**src/hw/rtl/adp_pkg.sv**
```systemverilog
package adp_pkg;

   typedef enum logic [2:0] {
      PH_MAGIC   = 3'd0,
      PH_VERSION = 3'd1,
      PH_FLAGS   = 3'd2,
      PH_NAMELEN = 3'd3,
      PH_NAME    = 3'd4,
      PH_SIZE    = 3'd5,
      PH_TIME    = 3'd6,
      PH_IDLE    = 3'd7
   } phase_type;

   localparam logic [1:0] KIND_NAME_BYTE = 2'd0;
   localparam logic [1:0] KIND_ENTRY     = 2'd1;
   localparam logic [1:0] KIND_DIR_DONE  = 2'd2;
   localparam logic [1:0] KIND_ERROR     = 2'd3;

   localparam logic [1:0] ERR_BAD_MAGIC   = 2'd0;
   localparam logic [1:0] ERR_BAD_VERSION = 2'd1;
   localparam logic [1:0] ERR_TRUNCATED   = 2'd2;

   localparam logic [1:0] CSR_XOR_KEY        = 2'd0;
   localparam logic [1:0] CSR_EXPECTED_MAGIC = 2'd1;
   localparam logic [1:0] CSR_MAX_VERSION    = 2'd2;

   localparam logic [7:0]  XOR_KEY_RESET     = 8'hF7;
   localparam logic [31:0] MAGIC_RESET       = 32'hBAC04AC0;
   localparam logic [31:0] MAX_VERSION_RESET = 32'd0;

   localparam int END_FLAG_BIT = 7;

   localparam logic [2:0] LAST_BYTE_WORD = 3'd3;
   localparam logic [2:0] LAST_BYTE_TIME = 3'd7;

   localparam int CSR_DATA_W = 32;
   localparam int RSP_DATA_W = 176;

   typedef struct packed {
      logic [1:0]         error_code;
      logic [31:0]        header_length;
      logic [63:0]        file_time;
      logic signed [31:0] entry_size;
      logic [31:0]        entry_offset;
      logic [7:0]         name_byte;
      logic [1:0]         kind;
   } rsp_type;

endpackage

```
**src/hw/rtl/archive_directory_parser.sv**
```systemverilog
// Each result is registered in the output buffer, in its head or skid register, before it appears on rsp_.
// One request per cycle while req_tready is high; the parse state advances with each accepted request.
// A two-entry result buffer keeps req_tready high while one result waits.
// Reset (synchronous, active high) clears the parser to magic search and
// restores the key, magic and version limit registers to their defaults.
module archive_directory_parser (
   input  logic                               clock,
   input  logic                               reset,
   input  logic                               req_tvalid,
   output logic                               req_tready,
   input  logic [7:0]                         req_tdata,  // data_byte
   input  logic                               req_tlast,  // end_of_input
   output logic                               rsp_tvalid,
   input  logic                               rsp_tready,
   // name_byte, entry_offset, entry_size, file_time, header_length, error_code
   output logic [adp_pkg::RSP_DATA_W-1:0]     rsp_tdata,
   output logic [1:0]                         rsp_tuser,  // kind
   input  logic                               csr_we,
   input  logic [1:0]                         csr_addr,
   input  logic [adp_pkg::CSR_DATA_W-1:0]     csr_wdata
);

   logic             accept;
   logic             res_valid;
   adp_pkg::rsp_type res;
   adp_pkg::rsp_type out_data;

   assign accept = req_tvalid && req_tready;

   adp_core u_core (
      .clock        (clock),
      .reset        (reset),
      .csr_we       (csr_we),
      .csr_addr     (csr_addr),
      .csr_wdata    (csr_wdata),
      .accept       (accept),
      .data_byte    (req_tdata),
      .end_of_input (req_tlast),
      .res_valid    (res_valid),
      .res          (res)
   );

   adp_out_buf u_out_buf (
      .clock      (clock),
      .reset      (reset),
      .push       (res_valid),
      .push_data  (res),
      .push_ready (req_tready),
      .out_valid  (rsp_tvalid),
      .out_data   (out_data),
      .out_ready  (rsp_tready)
   );

   assign rsp_tuser = out_data.kind;
   assign rsp_tdata = {6'd0,
                       out_data.error_code,
                       out_data.header_length,
                       out_data.file_time,
                       out_data.entry_size,
                       out_data.entry_offset,
                       out_data.name_byte};

endmodule

```
**src/hw/rtl/adp_core.sv**
```systemverilog
module adp_core (
   input  logic                               clock,
   input  logic                               reset,
   input  logic                               csr_we,
   input  logic [1:0]                         csr_addr,
   input  logic [adp_pkg::CSR_DATA_W-1:0]     csr_wdata,
   input  logic                               accept,
   input  logic [7:0]                         data_byte,
   input  logic                               end_of_input,
   output logic                               res_valid,
   output adp_pkg::rsp_type                   res
);

   logic [7:0]  xor_key_ff, xor_key_in;
   logic [31:0] magic_ff, magic_in;
   logic [31:0] max_version_ff, max_version_in;

   adp_pkg::phase_type phase_ff, phase_in;
   logic [2:0]  byte_pos_ff, byte_pos_in;
   logic [7:0]  name_rem_ff, name_rem_in;
   logic [63:0] shift_ff, shift_in;
   logic [31:0] size_hold_ff, size_hold_in;
   logic [31:0] run_off_ff, run_off_in;
   logic [31:0] consumed_ff, consumed_in;

   logic [7:0]  d;
   logic [63:0] gathered;
   logic [7:0]  name_dec;
   logic [31:0] consumed_inc;

   always_comb begin
      xor_key_in     = xor_key_ff;
      magic_in       = magic_ff;
      max_version_in = max_version_ff;
      if (csr_we) begin
         case (csr_addr)
            adp_pkg::CSR_XOR_KEY:        xor_key_in     = csr_wdata[7:0];
            adp_pkg::CSR_EXPECTED_MAGIC: magic_in       = csr_wdata[31:0];
            adp_pkg::CSR_MAX_VERSION:    max_version_in = csr_wdata[31:0];
            default: ;
         endcase
      end
   end

   assign d            = data_byte ^ xor_key_ff;
   assign name_dec     = name_rem_ff - 8'd1;
   assign consumed_inc = consumed_ff + 32'd1;

   always_comb begin
      for (int i = 0; i < 8; i++) begin
         gathered[i*8 +: 8] = (byte_pos_ff == 3'(i)) ? (shift_ff[i*8 +: 8] | d)
                                                     : shift_ff[i*8 +: 8];
      end
   end

   always_comb begin
      phase_in     = phase_ff;
      byte_pos_in  = byte_pos_ff;
      name_rem_in  = name_rem_ff;
      shift_in     = shift_ff;
      size_hold_in = size_hold_ff;
      run_off_in   = run_off_ff;
      consumed_in  = consumed_ff;
      res_valid    = 1'b0;
      res          = '0;

      if (accept && end_of_input) begin
         if (phase_ff == adp_pkg::PH_FLAGS) begin
            res_valid         = 1'b1;
            res.kind          = adp_pkg::KIND_DIR_DONE;
            res.header_length = consumed_ff;
         end else if (phase_ff != adp_pkg::PH_IDLE &&
                      !(phase_ff == adp_pkg::PH_MAGIC && consumed_ff == 32'd0)) begin
            res_valid      = 1'b1;
            res.kind       = adp_pkg::KIND_ERROR;
            res.error_code = adp_pkg::ERR_TRUNCATED;
         end
         phase_in     = adp_pkg::PH_MAGIC;
         byte_pos_in  = '0;
         name_rem_in  = '0;
         shift_in     = '0;
         size_hold_in = '0;
         run_off_in   = '0;
         consumed_in  = '0;
      end else if (accept && phase_ff != adp_pkg::PH_IDLE) begin
         consumed_in = consumed_inc;
         case (phase_ff)
            adp_pkg::PH_MAGIC, adp_pkg::PH_VERSION, adp_pkg::PH_SIZE: begin
               if (byte_pos_ff == adp_pkg::LAST_BYTE_WORD) begin
                  byte_pos_in = '0;
                  shift_in    = '0;
                  if (phase_ff == adp_pkg::PH_MAGIC) begin
                     if (gathered[31:0] != magic_ff) begin
                        phase_in       = adp_pkg::PH_IDLE;
                        res_valid      = 1'b1;
                        res.kind       = adp_pkg::KIND_ERROR;
                        res.error_code = adp_pkg::ERR_BAD_MAGIC;
                     end else begin
                        phase_in = adp_pkg::PH_VERSION;
                     end
                  end else if (phase_ff == adp_pkg::PH_VERSION) begin
                     if (gathered[31:0] > max_version_ff) begin
                        phase_in       = adp_pkg::PH_IDLE;
                        res_valid      = 1'b1;
                        res.kind       = adp_pkg::KIND_ERROR;
                        res.error_code = adp_pkg::ERR_BAD_VERSION;
                     end else begin
                        run_off_in = '0;
                        phase_in   = adp_pkg::PH_FLAGS;
                     end
                  end else begin
                     size_hold_in = gathered[31:0];
                     phase_in     = adp_pkg::PH_TIME;
                  end
               end else begin
                  byte_pos_in = byte_pos_ff + 3'd1;
                  shift_in    = gathered;
               end
            end
            adp_pkg::PH_FLAGS: begin
               if (d[adp_pkg::END_FLAG_BIT]) begin
                  phase_in          = adp_pkg::PH_IDLE;
                  res_valid         = 1'b1;
                  res.kind          = adp_pkg::KIND_DIR_DONE;
                  res.header_length = consumed_inc;
               end else begin
                  phase_in = adp_pkg::PH_NAMELEN;
               end
            end
            adp_pkg::PH_NAMELEN: begin
               name_rem_in = d;
               byte_pos_in = '0;
               shift_in    = '0;
               phase_in    = (d == 8'd0) ? adp_pkg::PH_SIZE : adp_pkg::PH_NAME;
            end
            adp_pkg::PH_NAME: begin
               name_rem_in = name_dec;
               if (name_dec == 8'd0) begin
                  phase_in = adp_pkg::PH_SIZE;
               end
               res_valid     = 1'b1;
               res.kind      = adp_pkg::KIND_NAME_BYTE;
               res.name_byte = d;
            end
            adp_pkg::PH_TIME: begin
               if (byte_pos_ff == adp_pkg::LAST_BYTE_TIME) begin
                  byte_pos_in      = '0;
                  shift_in         = '0;
                  res_valid        = 1'b1;
                  res.kind         = adp_pkg::KIND_ENTRY;
                  res.entry_offset = run_off_ff;
                  res.entry_size   = size_hold_ff;
                  res.file_time    = gathered;
                  run_off_in       = run_off_ff + size_hold_ff;
                  phase_in         = adp_pkg::PH_FLAGS;
               end else begin
                  byte_pos_in = byte_pos_ff + 3'd1;
                  shift_in    = gathered;
               end
            end
            default: begin
               phase_in = adp_pkg::PH_IDLE;
            end
         endcase
      end
   end

   always_ff @(posedge clock) begin
      if (reset) begin
         xor_key_ff     <= adp_pkg::XOR_KEY_RESET;
         magic_ff       <= adp_pkg::MAGIC_RESET;
         max_version_ff <= adp_pkg::MAX_VERSION_RESET;
         phase_ff       <= adp_pkg::PH_MAGIC;
         byte_pos_ff    <= '0;
         name_rem_ff    <= '0;
         shift_ff       <= '0;
         size_hold_ff   <= '0;
         run_off_ff     <= '0;
         consumed_ff    <= '0;
      end else begin
         xor_key_ff     <= xor_key_in;
         magic_ff       <= magic_in;
         max_version_ff <= max_version_in;
         phase_ff       <= phase_in;
         byte_pos_ff    <= byte_pos_in;
         name_rem_ff    <= name_rem_in;
         shift_ff       <= shift_in;
         size_hold_ff   <= size_hold_in;
         run_off_ff     <= run_off_in;
         consumed_ff    <= consumed_in;
      end
   end

endmodule

```
**src/hw/rtl/adp_out_buf.sv**
```systemverilog
module adp_out_buf (
   input  logic             clock,
   input  logic             reset,
   input  logic             push,
   input  adp_pkg::rsp_type push_data,
   output logic             push_ready,
   output logic             out_valid,
   output adp_pkg::rsp_type out_data,
   input  logic             out_ready
);

   logic             head_valid_ff, head_valid_in;
   logic             skid_valid_ff, skid_valid_in;
   adp_pkg::rsp_type head_ff, head_in;
   adp_pkg::rsp_type skid_ff, skid_in;
   logic             pop;

   assign pop        = head_valid_ff && out_ready;
   assign push_ready = !skid_valid_ff;
   assign out_valid  = head_valid_ff;
   assign out_data   = head_ff;

   always_comb begin
      head_valid_in = head_valid_ff;
      skid_valid_in = skid_valid_ff;
      head_in       = head_ff;
      skid_in       = skid_ff;
      if (pop) begin
         if (skid_valid_ff) begin
            head_in       = skid_ff;
            skid_valid_in = push;
            skid_in       = push_data;
         end else begin
            head_valid_in = push;
            head_in       = push_data;
         end
      end else if (push) begin
         if (!head_valid_ff) begin
            head_valid_in = 1'b1;
            head_in       = push_data;
         end else begin
            skid_valid_in = 1'b1;
            skid_in       = push_data;
         end
      end
   end

   always_ff @(posedge clock) begin
      if (reset) begin
         head_valid_ff <= 1'b0;
         skid_valid_ff <= 1'b0;
      end else begin
         head_valid_ff <= head_valid_in;
         skid_valid_ff <= skid_valid_in;
      end
      head_ff <= head_in;
      skid_ff <= skid_in;
   end

endmodule

```
**config.mk**
```make
export PLATFORM = sky130hd
export DESIGN_NAME = archive_directory_parser
export DESIGN_NICKNAME = d
export VERILOG_FILES = /design/src/hw/rtl/adp_pkg.sv /design/src/hw/rtl/archive_directory_parser.sv /design/src/hw/rtl/adp_core.sv /design/src/hw/rtl/adp_out_buf.sv
export SDC_FILE = /design/constraint.sdc
export NUM_CORES = 1
export LEC_CHECK = 0
export BUFFER_PORTS_ARGS = -buffer_cell sky130_fd_sc_hd__buf_2
export CORE_MARGIN = 8
export CORE_UTILIZATION = 45
export CTS_BUF_LIST = sky130_fd_sc_hd__clkbuf_16
export CTS_CLUSTER_SIZE = 12
export DETAILED_ROUTE_END_ITERATION = 7
export SYNTH_ARGS = -nofsm -noshare
export SYNTH_HDL_FRONTEND = slang
export SYNTH_SLANG_ARGS = --single-unit
```
**constraint.sdc**
```tcl
create_clock -name clock -period 13.6 [get_ports clock]
set_clock_uncertainty 0.2 [all_clocks]
set_input_delay 0.68 -clock clock [delete_from_list [all_inputs] [get_ports clock]]
set_output_delay 0.68 -clock clock [all_outputs]
set_load 0.005 [all_outputs]
```
==> flow_summary.toml <==
[status]
status = "complete, no violations"

[worst_setup_path]
critPathLaunchType = "flop"
worst-r2r-setup-slack_ns = 7.70
r2r-start = "u_core.byte_pos_ff[1]"
critPathSlowestCell = "buf_4"
worstPathRequired_ns = 13.61
critPathKind = "reg2reg"
slowest_delay_ns = 0.78
r2r_end = "u_out_buf.out_data[40]"
crit_path_end_kind = "flop"
path_cells = "inv_1 -> ha_1 -> nor2b_1 -> a21oi_1 -> inv_1 -> ha_1 -> nand4_1 -> or4_1 -> a21oi_1 -> a2111o_1 -> a211o_1 -> nand2_1 -> nand2_1 -> a31oi_1 -> mux2i_4 -> buf_4 -> buf_4"
r2r_cells = 17
worstPathArrival_ns = 5.91
crit_fanout = 71

[job]
maxCapViolations = 0

[synth]
async_flop_share = 0
yosysMostFrequentCell = "edfxtp_1"
yosys.area.top_type = "edfxtp_1"
syn_inst = 2398
ys_ff_latch = 592
ys_types = 75
netlist.area_leader.share = 0.398
synth-edff-count = 344
synth-seq-area-share = 0.590
yosys_warnings = 0
ys.flop_type = "edfxtp_1"
ys_top_cells_by_area = "edfxtp_1 40%, dfxtp_1 19%, a21o_1 4.9%, a21oi_1 4.3%, ha_1 3.6%"
synth.cells.most_frequent = "344 x edfxtp_1, 248 x dfxtp_1, 223 x a21oi_1"
synth_area_per_cell_um2 = 10.8
synth.cell_area_um2 = 25900

[floorplanning]
die_h_um = 256
dieArea_um2 = 65600
fp-row-count = 88
initial_core_util = 0.452
coreArea_um2 = 57400
boundaryPins = 228
die_x_um = 256

[routing]
drtIter0Drc = 1551
route.detailed.drc = 0
wl_mm = 69.1
drt-pass1-iter-count = 6
viasPerCell = 5.50
dr_total_vias = 18700
wl_per_cell_um = 20.3
drtAntennaViolNets = 0

[min_path]
hp-start = "csr_wdata[23]"
hold_class = "in2reg"
min_path_cells = 3
min_to = "u_core.magic_ff[23]"

[timing]
slew_violations = 0
final.period_utilization = 0.434
fmax_mhz = 170
setup_viol = 0
slew_headroom = 0.193
worstMarginPinSlew_ns = 1.21
rsz0062_at_grt = "false"
period_needed_ns = 5.90
finalSetupTns_ns = 0
finalHoldViolCount = 0

[global_routing]
overflow = 0
grt_max_degree = 107
grt_pass1_wl_mm = 107
grt_pass1_vias = 18300
grt_antenna_before_repair = 1
grt_usage = 0.204

[place]
placed_area_um2 = 27700
hpwl_mm = 47.9
globalplace.congestion = 0.886
port_buffers = 221

[power_and_ir_drop]
p_comb_frac = 0.055
p_per_area_nw_per_um2 = 131
netSwitchingFraction = 0.225
cell_internal_pwr_w = 0.00302
p_clk_frac = 0.444
p_leak_nw = 12.0
switchingPower_w = 0.000876
seq_power_share = 0.500
max-vdd-ir-drop_mv = 0.0789

[final_layout]
area_delta_synth_final_pct = 15.0
design_area_um2 = 29800
antenna_cells = 0
fin_nets = 2701
drive_gt1_frac = 0.152

[clock_network]
clock_path_buffers = 3
cts_setup_buffers = 0
ctsResizeCount = 0
cts_tree = "yes"
insertion_delay_ns = 0.60
hold_buffers = 0
path_clk_slew_ns = 0.06
cts.sinks = 592
htree_levels = 3
root_buffer = "clkbuf_16"
cts_buffers = 67
through the flow:
| stage | setup slack (ns) | util | cells | hold WS [ns] | power [W] |
|---|---|---|---|---|---|
| after floorplan | 1.43 | - | 2403 | 0.236 | 0.00212 |
| after global placement | 7.72 | 0.483 | 3274 | 0.243 | 0.00220 |
| after detailed placement | 7.49 | 0.483 | 3274 | 0.248 | 0.00221 |
| after CTS | 7.65 | 0.520 | 3396 | 0.0792 | 0.00394 |
| after global routing | 7.35 | 0.520 | 3396 | 0.108 | 0.00403 |
| final | 7.70 | 0.520 | 3396 | 0.112 | 0.00390 |
worst max path at each step:
stage	startpoint	end	slack, ns	cells after the start
finish	u_core.byte_pos_ff[1]	u_out_buf.out_data[40]	7.70	17
global route	u_core.byte_pos_ff[1]	u_out_buf.out_data[63]	7.35	17
CTS	u_core.byte_pos_ff[1]	u_out_buf.out_data[69]	7.65	17
detailed placement	req_tdata[6]	u_out_buf.out_data[69]	7.49	16
global placement	req_tdata[6]	u_out_buf.out_data[68]	7.72	16
floorplan	req_tdata[7]	u_out_buf.out_data[0]	1.43	13
routing by layer:
metal,global-route usage,vias to the layer above,share of wire
li1,-,8933,-
met1,0.294,9077,0.47
met2,0.312,570,0.45
met3,0.0360,98,0.059
met4,0.0632,0,0.021
met5,0,-,0
worst max-delay path: cells and delay by family, from the launching register on:
kind / cells / cell delay [ns]
compound gates: 5 / 1.05
fa+ha+maj: 2 / 0.32
buf+inv: 4 / 1.66
flops: 1 / 0.34
mux: 1 / 0.26
simple gates: 5 / 1.59
cell usage in the layout, fill, tap and decap left out, drive strengths merged, types with 23 or more instances in the layout:
| cell type | instances |
|---|---|
| xor2 | 31 |
| a211oi | 37 |
| and2 | 75 |
| nor3 | 48 |
| clkbuf | 73 |
| nand2 | 219 |
| and3 | 26 |
| ha | 74 |
| inv | 109 |
| a21o | 172 |
| a22oi | 39 |
| a21oi | 224 |
| dfxtp | 248 |
| mux2 | 23 |
| edfxtp | 344 |
| a22o | 27 |
| o21ai | 79 |
| nor2 | 220 |
| nand3 | 29 |
| xnor2 | 61 |
| buf | 255 |
power groups by stage:
stage	Clock [W]	Sequential [W]	Combinational (W)
after floorplan	0	0.00200	0.000119
after global placement	0	0.00199	0.000211
after detailed placement	0	0.00199	0.000216
after CTS	0.00177	0.00195	0.000216
after global routing	0.00184	0.00196	0.000235
final	0.00173	0.00195	0.000215
registers in the layout, summed over array words and instances, names as in the netlist:
register                 cells
u_core.size_hold_ff         32
u_out_buf.out_data         172
u_core.run_off_ff           32
u_core.phase_ff              3
u_out_buf.skid_ff          172
u_out_buf.skid_valid_ff      1
u_core.xor_key_ff            8
u_core.magic_ff             32
u_core.byte_pos_ff           3
u_core.shift_ff             64
u_out_buf.out_valid          1
u_core.consumed_ff          32
u_core.max_version_ff       32
u_core.name_rem_ff           8
cells by family after synthesis:
kind of cell             share of synthesized area
AND/OR/NAND/NOR                              0.133
AO/OA/AOI/OAI                                0.161
flip-flops                                   0.590
buffers and inverters                       0.0381
XOR/XNOR                                    0.0311
adder cells (fa/ha/maj)                     0.0365
multiplexers                                0.0108
other                                     0.000145
area by class of cell:
type	instances	area [um^2]
clock buffer	73	1830
clock inverter	49	292
tap	765	957
fill	5080	27500
multi-input combinational	1575	9770
inverter	87	327
sequential	592	15300
timing repair buffer	255	1360
Power figures use the tool's default switching activity.
